File: config.mk
export PLATFORM = sky130hd
export DESIGN_NAME = char_translation_table_unit_flat
export DESIGN_NICKNAME = d
export VERILOG_FILES = /design/src/ctt_pkg.sv /design/src/ctt_if.sv /design/src/ctt_ctrl.sv /design/src/ctt_dpath.sv /design/src/char_translation_table_unit.sv /design/src/flat_wrapper.sv
export SDC_FILE = /design/constraint.sdc
export NUM_CORES = 2
export LEC_CHECK = 0
export BUFFER_PORTS_ARGS = -buffer_cell sky130_fd_sc_hd__buf_4
export CAP_MARGIN = 20
export CORE_MARGIN = 4
export CORE_UTILIZATION = 47
export CTS_CLUSTER_DIAMETER = 120
export DETAILED_ROUTE_END_ITERATION = 6
export SYNTH_ARGS = -nofsm -noshare
export SYNTH_HDL_FRONTEND = slang
export SYNTH_HIERARCHICAL = 1
export SYNTH_SLANG_ARGS = --single-unit
File: constraint.sdc
create_clock -name clk -period 14.45 [get_ports clk]
set_input_delay 2.89 -clock clk [delete_from_list [all_inputs] [get_ports clk]]
set_output_delay 2.89 -clock clk [all_outputs]
set_load 0.05 [all_outputs]
File: src/ctt_pkg.sv
package ctt_pkg;

  localparam int CODE_BITS_DEF = 8;
  localparam int CMD_W = 3;
  localparam int CODE_W = 8;
  localparam int ST_W = 2;

  typedef enum logic [CMD_W-1:0] {
    CMD_TRANS   = 3'd0,
    CMD_REV     = 3'd1,
    CMD_SET     = 3'd2,
    CMD_UNSET   = 3'd3,
    CMD_RESTORE = 3'd4
  } cmd_t;

  typedef enum logic [ST_W-1:0] {
    ST_OK       = 2'd0,
    ST_ORDER    = 2'd1,
    ST_OVERFLOW = 2'd2,
    ST_MISSING  = 2'd3
  } status_t;

  typedef enum logic [1:0] {
    WR_IDENT,
    WR_MAP,
    WR_ZERO
  } wr_kind_t;

  typedef enum logic [1:0] {
    RES_ZERO,
    RES_DATA,
    RES_ADDR
  } res_sel_t;

  // controller to datapath
  typedef struct packed {
    logic     in_ready;
    logic     idx_clr;
    logic     idx_lo;
    logic     idx_inc;
    logic     val_ld;
    logic     rd_en;
    logic     rd_lo;
    logic     wr_en;
    wr_kind_t wr_kind;
    logic     res_set;
    status_t  res_st;
    res_sel_t res_sel;
    logic     ld_out;
  } ctrl_cmd_t;

  // datapath to controller
  typedef struct packed {
    logic in_valid;
    cmd_t cmd;
    logic lo_big;
    logic order_bad;
    logic hi_big;
    logic set_ovf;
    logic idx_at_hi;
    logic idx_last;
    logic idx_done;
    logic rd_vbit;
    logic hit;
    logic last_rd;
    logic out_free;
  } dp_stat_t;

endpackage

File: src/ctt_if.sv
interface ctt_in_if;
  logic                         valid;
  logic                         ready;
  logic [ctt_pkg::CMD_W-1:0]    cmd;
  logic [ctt_pkg::CODE_W-1:0]   code_first;
  logic [ctt_pkg::CODE_W-1:0]   code_last;
  logic [ctt_pkg::CODE_W-1:0]   target_code;

  modport source(output valid, cmd, code_first, code_last, target_code, input ready);
  modport sink(input valid, cmd, code_first, code_last, target_code, output ready);
endinterface

interface ctt_out_if;
  logic                         valid;
  logic                         ready;
  logic [ctt_pkg::ST_W-1:0]     status;
  logic [ctt_pkg::CODE_W-1:0]   result_code;

  modport source(output valid, status, result_code, input ready);
  modport sink(input valid, status, result_code, output ready);
endinterface

File: src/ctt_ctrl.sv
module ctt_ctrl (
  input  logic                clk,
  input  logic                rst_n,
  input  ctt_pkg::dp_stat_t   stat,
  output ctt_pkg::ctrl_cmd_t  cmd
);

  typedef enum logic [2:0] {
    S_INIT,
    S_IDLE,
    S_EXEC,
    S_FWD,
    S_SRCH,
    S_WALK,
    S_REST,
    S_FINISH
  } state_t;

  state_t state_r, state_nxt;

  always_ff @(posedge clk) begin
    if (!rst_n) begin
      state_r <= S_INIT;
    end else begin
      state_r <= state_nxt;
    end
  end

  always_comb begin
    state_nxt   = state_r;
    cmd         = '0;
    cmd.wr_kind = ctt_pkg::WR_IDENT;
    cmd.res_st  = ctt_pkg::ST_OK;
    cmd.res_sel = ctt_pkg::RES_ZERO;
    case (state_r)
      S_INIT: begin
        // clearing pass: load the identity map
        cmd.wr_en   = 1'b1;
        cmd.idx_inc = 1'b1;
        if (stat.idx_last) begin
          state_nxt = S_IDLE;
        end
      end
      S_IDLE: begin
        cmd.in_ready = 1'b1;
        if (stat.in_valid) begin
          state_nxt = S_EXEC;
        end
      end
      S_EXEC: begin
        case (stat.cmd)
          ctt_pkg::CMD_TRANS: begin
            if (stat.lo_big) begin
              cmd.res_set = 1'b1;
              cmd.res_st  = ctt_pkg::ST_MISSING;
              state_nxt   = S_FINISH;
            end else begin
              cmd.rd_en = 1'b1;
              cmd.rd_lo = 1'b1;
              state_nxt = S_FWD;
            end
          end
          ctt_pkg::CMD_REV: begin
            if (stat.lo_big) begin
              cmd.res_set = 1'b1;
              cmd.res_st  = ctt_pkg::ST_MISSING;
              state_nxt   = S_FINISH;
            end else begin
              cmd.idx_clr = 1'b1;
              state_nxt   = S_SRCH;
            end
          end
          ctt_pkg::CMD_SET, ctt_pkg::CMD_UNSET: begin
            if (stat.order_bad) begin
              cmd.res_set = 1'b1;
              cmd.res_st  = ctt_pkg::ST_ORDER;
              state_nxt   = S_FINISH;
            end else if (stat.hi_big ||
                         (stat.cmd == ctt_pkg::CMD_SET && stat.set_ovf)) begin
              cmd.res_set = 1'b1;
              cmd.res_st  = ctt_pkg::ST_OVERFLOW;
              state_nxt   = S_FINISH;
            end else begin
              cmd.idx_lo = 1'b1;
              cmd.val_ld = 1'b1;
              state_nxt  = S_WALK;
            end
          end
          ctt_pkg::CMD_RESTORE: begin
            cmd.idx_clr = 1'b1;
            state_nxt   = S_REST;
          end
          default: begin
            cmd.res_set = 1'b1;
            state_nxt   = S_FINISH;
          end
        endcase
      end
      S_FWD: begin
        cmd.res_set = 1'b1;
        if (stat.rd_vbit) begin
          cmd.res_sel = ctt_pkg::RES_DATA;
        end else begin
          cmd.res_st = ctt_pkg::ST_MISSING;
        end
        state_nxt = S_FINISH;
      end
      S_SRCH: begin
        // one read issued per cycle, compare the word from the previous read
        cmd.rd_en   = !stat.idx_done;
        cmd.idx_inc = !stat.idx_done;
        if (stat.hit) begin
          cmd.res_set = 1'b1;
          cmd.res_sel = ctt_pkg::RES_ADDR;
          state_nxt   = S_FINISH;
        end else if (stat.last_rd) begin
          cmd.res_set = 1'b1;
          cmd.res_st  = ctt_pkg::ST_MISSING;
          state_nxt   = S_FINISH;
        end
      end
      S_WALK: begin
        cmd.wr_en   = 1'b1;
        cmd.wr_kind = (stat.cmd == ctt_pkg::CMD_SET) ? ctt_pkg::WR_MAP : ctt_pkg::WR_ZERO;
        cmd.idx_inc = 1'b1;
        if (stat.idx_at_hi) begin
          cmd.res_set = 1'b1;
          state_nxt   = S_FINISH;
        end
      end
      S_REST: begin
        cmd.wr_en   = 1'b1;
        cmd.idx_inc = 1'b1;
        if (stat.idx_last) begin
          cmd.res_set = 1'b1;
          state_nxt   = S_FINISH;
        end
      end
      S_FINISH: begin
        if (stat.out_free) begin
          cmd.ld_out = 1'b1;
          state_nxt  = S_IDLE;
        end
      end
      default: begin
        state_nxt = S_IDLE;
      end
    endcase
  end

endmodule

File: src/ctt_dpath.sv
module ctt_dpath #(
  parameter int CODE_BITS = ctt_pkg::CODE_BITS_DEF
) (
  input  logic                clk,
  input  logic                rst_n,
  ctt_in_if.sink              in_ch,
  ctt_out_if.source           out_ch,
  input  ctt_pkg::ctrl_cmd_t  cmd,
  output ctt_pkg::dp_stat_t   stat
);

  localparam int TABLE = 1 << CODE_BITS;
  localparam int CW = (CODE_BITS > ctt_pkg::CODE_W) ? CODE_BITS + 1 : ctt_pkg::CODE_W + 1;
  localparam logic [CW-1:0] MAX_X = CW'(TABLE - 1);
  localparam logic [CODE_BITS-1:0] MAX_A = {CODE_BITS{1'b1}};

  // entry: {valid, mapped code}
  logic [CODE_BITS:0] mem [TABLE];

  logic [ctt_pkg::CMD_W-1:0]  cmd_r;
  logic [ctt_pkg::CODE_W-1:0] lo_r, hi_r, tgt_r;
  logic [CODE_BITS:0]         idx_r;
  logic [CODE_BITS-1:0]       val_r;
  logic [CODE_BITS:0]         rd_r;
  logic [CODE_BITS-1:0]       addr_r;
  logic                       pend_r;
  logic [ctt_pkg::ST_W-1:0]   pend_st_r;
  logic [ctt_pkg::CODE_W-1:0] pend_code_r;
  logic                       out_valid_r;
  logic [ctt_pkg::ST_W-1:0]   out_st_r;
  logic [ctt_pkg::CODE_W-1:0] out_code_r;

  logic [CW-1:0]        lo_x, hi_x, tgt_x, span_end, res_x;
  logic [CODE_BITS-1:0] raddr, waddr;
  logic [CODE_BITS:0]   wdata;
  logic                 accept;

  assign accept   = in_ch.valid && cmd.in_ready;
  assign lo_x     = CW'(lo_r);
  assign hi_x     = CW'(hi_r);
  assign tgt_x    = CW'(tgt_r);
  assign span_end = tgt_x + (hi_x - lo_x);
  assign waddr    = idx_r[CODE_BITS-1:0];
  assign raddr    = cmd.rd_lo ? lo_x[CODE_BITS-1:0] : idx_r[CODE_BITS-1:0];

  always_comb begin
    case (cmd.wr_kind)
      ctt_pkg::WR_IDENT: wdata = {1'b1, idx_r[CODE_BITS-1:0]};
      ctt_pkg::WR_MAP:   wdata = {1'b1, val_r};
      default:           wdata = '0;
    endcase
  end

  always_comb begin
    case (cmd.res_sel)
      ctt_pkg::RES_DATA: res_x = CW'(rd_r[CODE_BITS-1:0]);
      ctt_pkg::RES_ADDR: res_x = CW'(addr_r);
      default:           res_x = '0;
    endcase
  end

  always_ff @(posedge clk) begin
    if (cmd.wr_en) begin
      mem[waddr] <= wdata;
    end
    if (cmd.rd_en) begin
      rd_r <= mem[raddr];
    end
  end

  always_ff @(posedge clk) begin
    if (!rst_n) begin
      idx_r       <= '0;
      pend_r      <= 1'b0;
      out_valid_r <= 1'b0;
    end else begin
      pend_r <= cmd.rd_en;
      if (cmd.idx_clr) begin
        idx_r <= '0;
      end else if (cmd.idx_lo) begin
        idx_r <= {1'b0, lo_x[CODE_BITS-1:0]};
      end else if (cmd.idx_inc) begin
        idx_r <= idx_r + 1'b1;
      end
      if (cmd.ld_out) begin
        out_valid_r <= 1'b1;
      end else if (out_ch.ready) begin
        out_valid_r <= 1'b0;
      end
    end
  end

  always_ff @(posedge clk) begin
    if (accept) begin
      cmd_r <= in_ch.cmd;
      lo_r  <= in_ch.code_first;
      hi_r  <= in_ch.code_last;
      tgt_r <= in_ch.target_code;
    end
    if (cmd.rd_en) begin
      addr_r <= raddr;
    end
    if (cmd.val_ld) begin
      val_r <= tgt_x[CODE_BITS-1:0];
    end else if (cmd.wr_en) begin
      val_r <= val_r + 1'b1;
    end
    if (cmd.res_set) begin
      pend_st_r   <= cmd.res_st;
      pend_code_r <= res_x[ctt_pkg::CODE_W-1:0];
    end
    if (cmd.ld_out) begin
      out_st_r   <= pend_st_r;
      out_code_r <= pend_code_r;
    end
  end

  assign in_ch.ready        = cmd.in_ready;
  assign out_ch.valid       = out_valid_r;
  assign out_ch.status      = out_st_r;
  assign out_ch.result_code = out_code_r;

  assign stat.in_valid  = in_ch.valid;
  assign stat.cmd       = ctt_pkg::cmd_t'(cmd_r);
  assign stat.lo_big    = lo_x > MAX_X;
  assign stat.order_bad = lo_x > hi_x;
  assign stat.hi_big    = hi_x > MAX_X;
  assign stat.set_ovf   = (tgt_x > MAX_X) || (span_end > MAX_X);
  assign stat.idx_at_hi = idx_r[CODE_BITS-1:0] == hi_x[CODE_BITS-1:0];
  assign stat.idx_last  = idx_r[CODE_BITS-1:0] == MAX_A;
  assign stat.idx_done  = idx_r[CODE_BITS];
  assign stat.rd_vbit   = rd_r[CODE_BITS];
  assign stat.hit       = pend_r && rd_r[CODE_BITS] && (CW'(rd_r[CODE_BITS-1:0]) == lo_x);
  assign stat.last_rd   = pend_r && (addr_r == MAX_A);
  assign stat.out_free  = !out_valid_r || out_ch.ready;

endmodule

File: src/char_translation_table_unit.sv
// Channel   Direction  Word
// in_ch     sink       cmd, code_first, code_last, target_code
// out_ch    source     status, result_code
//
// Table is one single-port-write memory of 2^CODE_BITS entries walked one entry
// per cycle. Reverse search walks it up to its end, restore walks all of it, set or
// unset of a range of N codes walks those N entries; translate and errors make no walk.
// After reset a clearing pass loads the identity map with in_ch.ready low. A finished
// word waits in the output register while the next item is taken.
module char_translation_table_unit #(
  parameter int CODE_BITS = ctt_pkg::CODE_BITS_DEF
) (
  input  logic       clk,
  input  logic       rst_n,
  ctt_in_if.sink     in_ch,
  ctt_out_if.source  out_ch
);

  ctt_pkg::ctrl_cmd_t cmd;
  ctt_pkg::dp_stat_t  stat;

  ctt_ctrl u_ctrl (
    .clk   (clk),
    .rst_n (rst_n),
    .stat  (stat),
    .cmd   (cmd)
  );

  ctt_dpath #(
    .CODE_BITS (CODE_BITS)
  ) u_dpath (
    .clk    (clk),
    .rst_n  (rst_n),
    .in_ch  (in_ch),
    .out_ch (out_ch),
    .cmd    (cmd),
    .stat   (stat)
  );

endmodule

File: src/flat_wrapper.sv
// flat-port wrapper written by rule: the top's interface ports become plain ports
module char_translation_table_unit_flat 
#(
  parameter int CODE_BITS = ctt_pkg::CODE_BITS_DEF
)
  (clk, rst_n, in_ch_valid, in_ch_cmd, in_ch_code_first, in_ch_code_last, in_ch_target_code, in_ch_ready, out_ch_valid, out_ch_status, out_ch_result_code, out_ch_ready);
  ctt_in_if in_ch_i ();
  ctt_out_if out_ch_i ();
  input  logic clk;
  input  logic rst_n;
  input wire logic [$bits(in_ch_i.valid)-1:0] in_ch_valid;
  input wire logic [$bits(in_ch_i.cmd)-1:0] in_ch_cmd;
  input wire logic [$bits(in_ch_i.code_first)-1:0] in_ch_code_first;
  input wire logic [$bits(in_ch_i.code_last)-1:0] in_ch_code_last;
  input wire logic [$bits(in_ch_i.target_code)-1:0] in_ch_target_code;
  output wire logic [$bits(in_ch_i.ready)-1:0] in_ch_ready;
  output wire logic [$bits(out_ch_i.valid)-1:0] out_ch_valid;
  output wire logic [$bits(out_ch_i.status)-1:0] out_ch_status;
  output wire logic [$bits(out_ch_i.result_code)-1:0] out_ch_result_code;
  input wire logic [$bits(out_ch_i.ready)-1:0] out_ch_ready;
  assign in_ch_i.valid = in_ch_valid;
  assign in_ch_i.cmd = in_ch_cmd;
  assign in_ch_i.code_first = in_ch_code_first;
  assign in_ch_i.code_last = in_ch_code_last;
  assign in_ch_i.target_code = in_ch_target_code;
  assign in_ch_ready = in_ch_i.ready;
  assign out_ch_valid = out_ch_i.valid;
  assign out_ch_status = out_ch_i.status;
  assign out_ch_result_code = out_ch_i.result_code;
  assign out_ch_i.ready = out_ch_ready;
  char_translation_table_unit #(.CODE_BITS(CODE_BITS)) u_core (.clk(clk), .rst_n(rst_n), .in_ch(in_ch_i), .out_ch(out_ch_i));
endmodule
## Word-level counts from Yosys, hierarchy flattened

Memories as Yosys holds them, arrays and structs flattened. A register that Yosys moved wholly into a read port is not among the register bits.
Cells that the tools add are included.
Widths: inputs -> output; s select.

- Register bits after elaboration: 77
- Memory bits (writable): 2304
- Input port bits: 31
- Output and inout bits: 12
- Memories kept: 1

- Add/sub/neg operators: 4
- Order comparisons: 5
- Equal/unequal tests: 24
- Mux-type cells: 58
- Bitwise gates (word level): 1
- Reduce and logical (&&, ||, !) cells: 22

Memory list:

| name | depth | bits a word | read ports | clocked after Yosys merged registers in | wr ports | line | source |
|---|---|---|---|---|---|---|---|
| u_core.u_dpath.mem | 256 | 9 | 1 | 1 | 1 | ctt_dpath.sv:18 | `logic [CODE_BITS:0] mem [TABLE];` |

Operators by type and width:

| cell | count |
|---|---|
| $mux 8 | 5 |
| $mux 3 | 13 |
| $gt 8x8->1 const B | 3 |
| $pmux 3 s8 | 1 |
| $mux 2 | 10 |
| $mux 1 | 18 |
| $pmux 9 s2 | 1 |
| $eq 8x8->1 | 2 |
| $eq 8x8->1 const B | 2 |
| $pmux 8 s2 | 1 |
| $eq 3x3->1 const B | 5 |
| $eq 3x2->1 const B | 4 |
| $pmux 3 s4 | 1 |
| $add 8x9->9 | 1 |
| $add 9x1->9 const B | 1 |
| $gt 9x8->1 const B | 1 |
| $sub 8x8->9 | 1 |
| $add 8x1->8 const B | 1 |
| $gt 8x8->1 | 1 |
| $ne 2x1->1 const B | 4 |
| $pmux 2 s2 | 2 |
| $eq 3x1->1 const B | 2 |
| $logic_not 3->1 | 2 |
| $pmux 1 s2 | 3 |
| 16 further kinds | 29 |

## Longest topological paths before layout

- Depth in word-level cells: 11
- Mapped depth: 22
- Mapped depth without buffers: 19

## By module

The synthesis kept the hierarchy.

By module, submodules not included:

| module | times used | cells each | area each (µm²) | sequential area each (µm²) |
|---|---|---|---|---|
| ctt_dpath | 1 | 5862 | 94778.4 | 71568.6 |
| ctt_ctrl | 1 | 78 | 494.2 | 60.1 |

## Worst setup path before layout

OpenSTA, ideal clock, no wires.

- Path kind: reg2reg
- Start: register u_core.u_ctrl.state_r[1]
- End: memory u_core/u_dpath/mem[0][0] in the netlist's numbering (data pin)
- Arrival: 7315 ps
- Required time: 13060 ps
- Path slack: 5745 ps
- Stages on the path, launching flop included: 7
- Cell sequence: dfxtp_1 -> buf_2 -> buf_2 -> nor4_1 -> clkbuf_1 -> mux2i_1 -> nor2_1

RTL lines:

| what | line | source |
|---|---|---|
| from (decl) | ctt_ctrl.sv:19 | `state_t state_r, state_nxt;` |
| from (signal assigned) | ctt_ctrl.sv:25 | `state_r <= state_nxt;` |
| to (decl) | ctt_dpath.sv:18 |  |

==> metrics.md <==
| Metric | Value |
|---|---|
| Outcome | `finished with violations` |
| Failing checks | `design-rule violations` |
| Ys async rst share | `0%` |
| Drt initial violations | `about 7,300` |
| Initial Utilization | `between 40 and 50%` |
| CTS Buffer Depth | `3` |
| Placer's final routability congestion estimate | `roughly 0.84` |
| Most used cell, CP | `buf_4` |
| Total Die Area | `roughly 0.21 mm^2` |
| Largest net degree at the start of global routing | `~190` |
| Die height | `about 460 um` |
| Residual DRC | `2` |
| # nets final | `approximately 6,000` |
| Hold Fails Final Rpt | `0` |
| WL per Instance | `30.8 um` |
| TritonCTS clock tree | `yes` |
| Pleak | `approximately 35 nW` |
| Worst path max stage delay | `about 930 ps` |
| CP arrival | `about 7800 ps` |
| Power per cell area | `between 100 and 150 mW/mm^2` |
| Worst Path Max Fanout | `roughly 110` |
| Port Buffers | `42` |
| Dominant synthesized flop cell | `edfxtp_1` |
| Final min period | `between 7000 and 8000 ps` |
| Clk_lat worst skew | `880 ps` |
| Required time worst endpoint | `roughly 15,000 ps` |
| Setup TNS | `0 ps` |
| Hpwl dp | `around 160,000 um` |
| GRT Util Overall | `25.5%` |
| Register bit count reported by yosys | `between 2,000 and 2,500` |
| Std-Cell Rows | `between 150 and 200` |
| Final setup vio count | `0` |
| Sequential-to-total area share from yosys stat | `75.2%` |
| H-Tree Depth | `4` |
| Ys Warns | `6` |
| EDFF count, synth | `2,376` |
| Initial antenna violation count | `5` |
| Unrepaired setup endpoints after global routing | `no` |
| Crit path kind | `register to register` |
| Delay-heaviest family, CP | `buffers and inverters` |
| Worst-Margin Slew | `approximately 1300 ps` |
| Crit-path cells | `nand2_1 -> or2_2 -> nor4_2 -> buf_4 -> mux2i_4 -> inv_8 -> buf_4 -> buf_4 -> mux4_2 -> a2111oi_0 -> o21ai_0 -> nor3_1 -> nand3_1 -> o311a_1` |
| Vias in the first global route | `approximately 52,000` |
| Placed cell count | `around 8,400` |
| Period utilization | `around 49%` |
| Fraction of layout cells with a size suffix above 1 | `12.4%` |
| Slew HR | `13.3%` |
| Post-CTS Setup Repair Bufs | `0` |
| Post-route insts no fill | `8,851` |
| Via density | `between 6 and 7` |
| I/O Pins | `43` |
| Worst path slowest cell | `a2111oi_0` |
| Synthesis-to-layout area growth | `11.4%` |
| Die width | `between 400 and 500 um` |
| Syn Inst Count | `roughly 5,900` |
| Grt ovf | `0` |
| Routed via count | `roughly 55,000` |
| Synth cell types | `73` |
| Root Buffer | `clkbuf_16` |
| Cell area after synthesis | `between 0.09 and 0.1 mm^2` |
| Final ANT Viol Nets | `0` |
| Gates resized, CTS repair | `0` |
| Drt first pass iters | `7` |
| Mean post-synth cell area | `about 16 um^2` |
| CP Launch Type | `register` |
| Clock sink count | `2,390` |
| Maximum vdd drop | `between 0.1 and 0.15 mV` |
| Clk pin slew, worst setup/hold paths | `60 ps` |
| Max-slew violations | `0` |
| Hold_buf cts | `0` |
| Fmax | `about 0.14 GHz` |
| Hold Crit Class | `register to register` |
| Routed wire length | `around 270,000 um` |
| Setup crit end kind | `register` |
| Max cap viols | `0` |
| Core Box Area | `between 0.2 and 0.25 mm^2` |
| First-pass GRT wire length | `between 300,000 and 400,000 um` |
| Clk_skew | `36.1 ps` |
| CP bufs+invs | `4` |
| Num CTS Buffers | `around 230` |
## placed cells by master, fill, tap and decap left out, types with 18 or more instances in the layout
cell type  Yosys  layout
o221ai_1     162     162
inv_1         48      46
mux4_2       167     167
o21ai_0      109     109
xnor2_1       23      23
clkbuf_16      0     239
clkinv_1       0      69
nand3_1      329     313
nor2_1       302     288
a21oi_1      196     195
mux2i_1      484     481
clkinv_2       0      55
o22ai_1       83      82
a2111oi_0     30      28
clkbuf_1     211      37
nand2_1      759     759
buf_4         76     179
a31oi_1      115     113
edfxtp_1    2376    2376
ha_1          30      30
nor4_1        21      18
nor3_1       100      96
## Yosys cell counts, types with 4 or more instances
cell / number / area (um^2)
a211o_1: 6 / 52.6
and3_1: 5 / 31.3
edfxtp_1: 2376 / 71300
buf_2: 53 / 265
clkbuf_1: 211 / 792
o31ai_1: 10 / 75.1
xor2_1: 9 / 78.8
fa_1: 8 / 160
nor4_1: 21 / 131
ha_1: 30 / 375
a31oi_1: 115 / 719
buf_6: 16 / 180
dfxtp_1: 14 / 280
nor2b_1: 12 / 75.1
nor3_1: 100 / 500
mux2i_1: 484 / 4840
o22a_1: 4 / 35.0
nand2b_1: 11 / 68.8
nand3_1: 329 / 1650
buf_4: 76 / 571
nor2_1: 302 / 1130
o21a_1: 6 / 45.0
a22oi_1: 10 / 75.1
a21oi_1: 196 / 981
a311oi_1: 14 / 123
o21ai_0: 109 / 546
or3_1: 4 / 25.0
nor3b_1: 4 / 30.0
nand2_1: 759 / 2850
inv_1: 48 / 180
or4_1: 4 / 30.0
and2_1: 5 / 31.3
o22ai_1: 83 / 519
mux4_2: 167 / 3760
buf_1: 43 / 161
xnor2_1: 23 / 201
a211oi_1: 12 / 90.1
o32ai_1: 5 / 43.8
a2111oi_0: 30 / 263
nand4_1: 11 / 68.8
o221ai_1: 162 / 1420
## report_power, final
part	switching, mW	total (mW)	leakage (nW)	internal [mW]
Sequential	0.0179	7.62	22.3	7.60
Combinational	0.630	0.896	8.61	0.266
Clock	2.59	5.91	3.65	3.31
Total	3.24	14.4	34.5	11.2
## worst reg2reg max path: stages, from the launching register on
cell	delay, ps
dfxtp_1	750
nand2_1	240
or2_2	360
nor4_2	180
buf_4	490
mux2i_4	190
inv_8	590
buf_4	710
buf_4	720
mux4_2	420
a2111oi_0	930
o21ai_0	490
nor3_1	510
nand3_1	130
o311a_1	170
## layer usage
layer	vias to the layer above	GRT usage [%]	share of wire, %	wire length (um)
li1	23300	-	-	-
met1	28600	36.9	41	112000
met2	2775	38.9	46	125000
met3	474	4.82	9.4	25700
met4	0	9.10	3.6	9860
met5	-	0	0	0
## metrics by stage
step | hold WS, ps | utilization, % | instance area, um^2 | power, mW | setup WS [ps]
2_1_floorplan | 400 | - | 95300 | 8.35 | 5740
3_3_place_gp | 409 | 49.0 | 98400 | 8.64 | 7390
3_5_place_dp | 414 | 49.1 | 98500 | 8.65 | 7380
4_1_cts | 429 | 52.8 | 106000 | 14.5 | 7340
5_1_grt | 433 | 52.9 | 106000 | 14.8 | 6950
6_report | 427 | 52.9 | 106000 | 14.4 | 7330
## flip-flops by register name, indices dropped and copies added, names as in the netlist
signal / count
u_core/u_ctrl/state_r: 3
u_core/u_dpath/addr_r: 8
u_core/u_dpath/cmd_r: 3
u_core/u_dpath/hi_r: 8
u_core/u_dpath/idx_r: 9
u_core/u_dpath/lo_r: 8
u_core/u_dpath/mem: 2304
u_core/u_dpath/out_ch.result_code: 8
u_core/u_dpath/out_ch.status: 2
u_core/u_dpath/out_ch.valid: 1
u_core/u_dpath/pend_code_r: 8
u_core/u_dpath/pend_r: 1
u_core/u_dpath/pend_st_r: 2
u_core/u_dpath/rd_r: 9
u_core/u_dpath/tgt_r: 8
u_core/u_dpath/val_r: 8
## worst paths after layout
kind | depth (start not counted) | to | slack (ps) | startpoint
max | 14 | u_core/u_dpath/rd_r[2]$_DFFE_PP_ | 7330 | u_core/u_ctrl/state_r[1]$_SDFFE_PN0P_
min | 0 | u_core/u_dpath/out_ch.status[1]$_DFFE_PP_ | 430 | u_core/u_dpath/pend_st_r[1]$_DFFE_PP_
max reg2reg | 14 | u_core/u_dpath/rd_r[2]$_DFFE_PP_ | 7330 | u_core/u_ctrl/state_r[1]$_SDFFE_PN0P_
min reg2reg | 0 | u_core/u_dpath/out_ch.status[1]$_DFFE_PP_ | 430 | u_core/u_dpath/pend_st_r[1]$_DFFE_PP_
## area by class of cell
class	instances	area, um^2
fillers	16100	94500
flip-flops and latches	2390	71600
multi-input cells	3100	21800
diodes	17	42.5
well taps	2656	3320
repair buffers	200	1700
clock inverters	160	1300
inverters	52	236
clock buffers	276	6120
## cell families after synthesis
| kind of cell | count (synthesis) | synth area share, % |
|---|---|---|
| DFF | 2390 | 75.2 |
| and+or+nand+nor | 1582 | 7.08 |
| AOI/OAI and AO/OA | 790 | 5.49 |
| muxes | 656 | 9.12 |
| buffers and inverters | 451 | 2.27 |
| adders and majority gates | 38 | 0.562 |
| xor gates and xnor gates | 32 | 0.294 |
| other | 1 | 0.00394 |
Power figures use the tool's default switching activity.
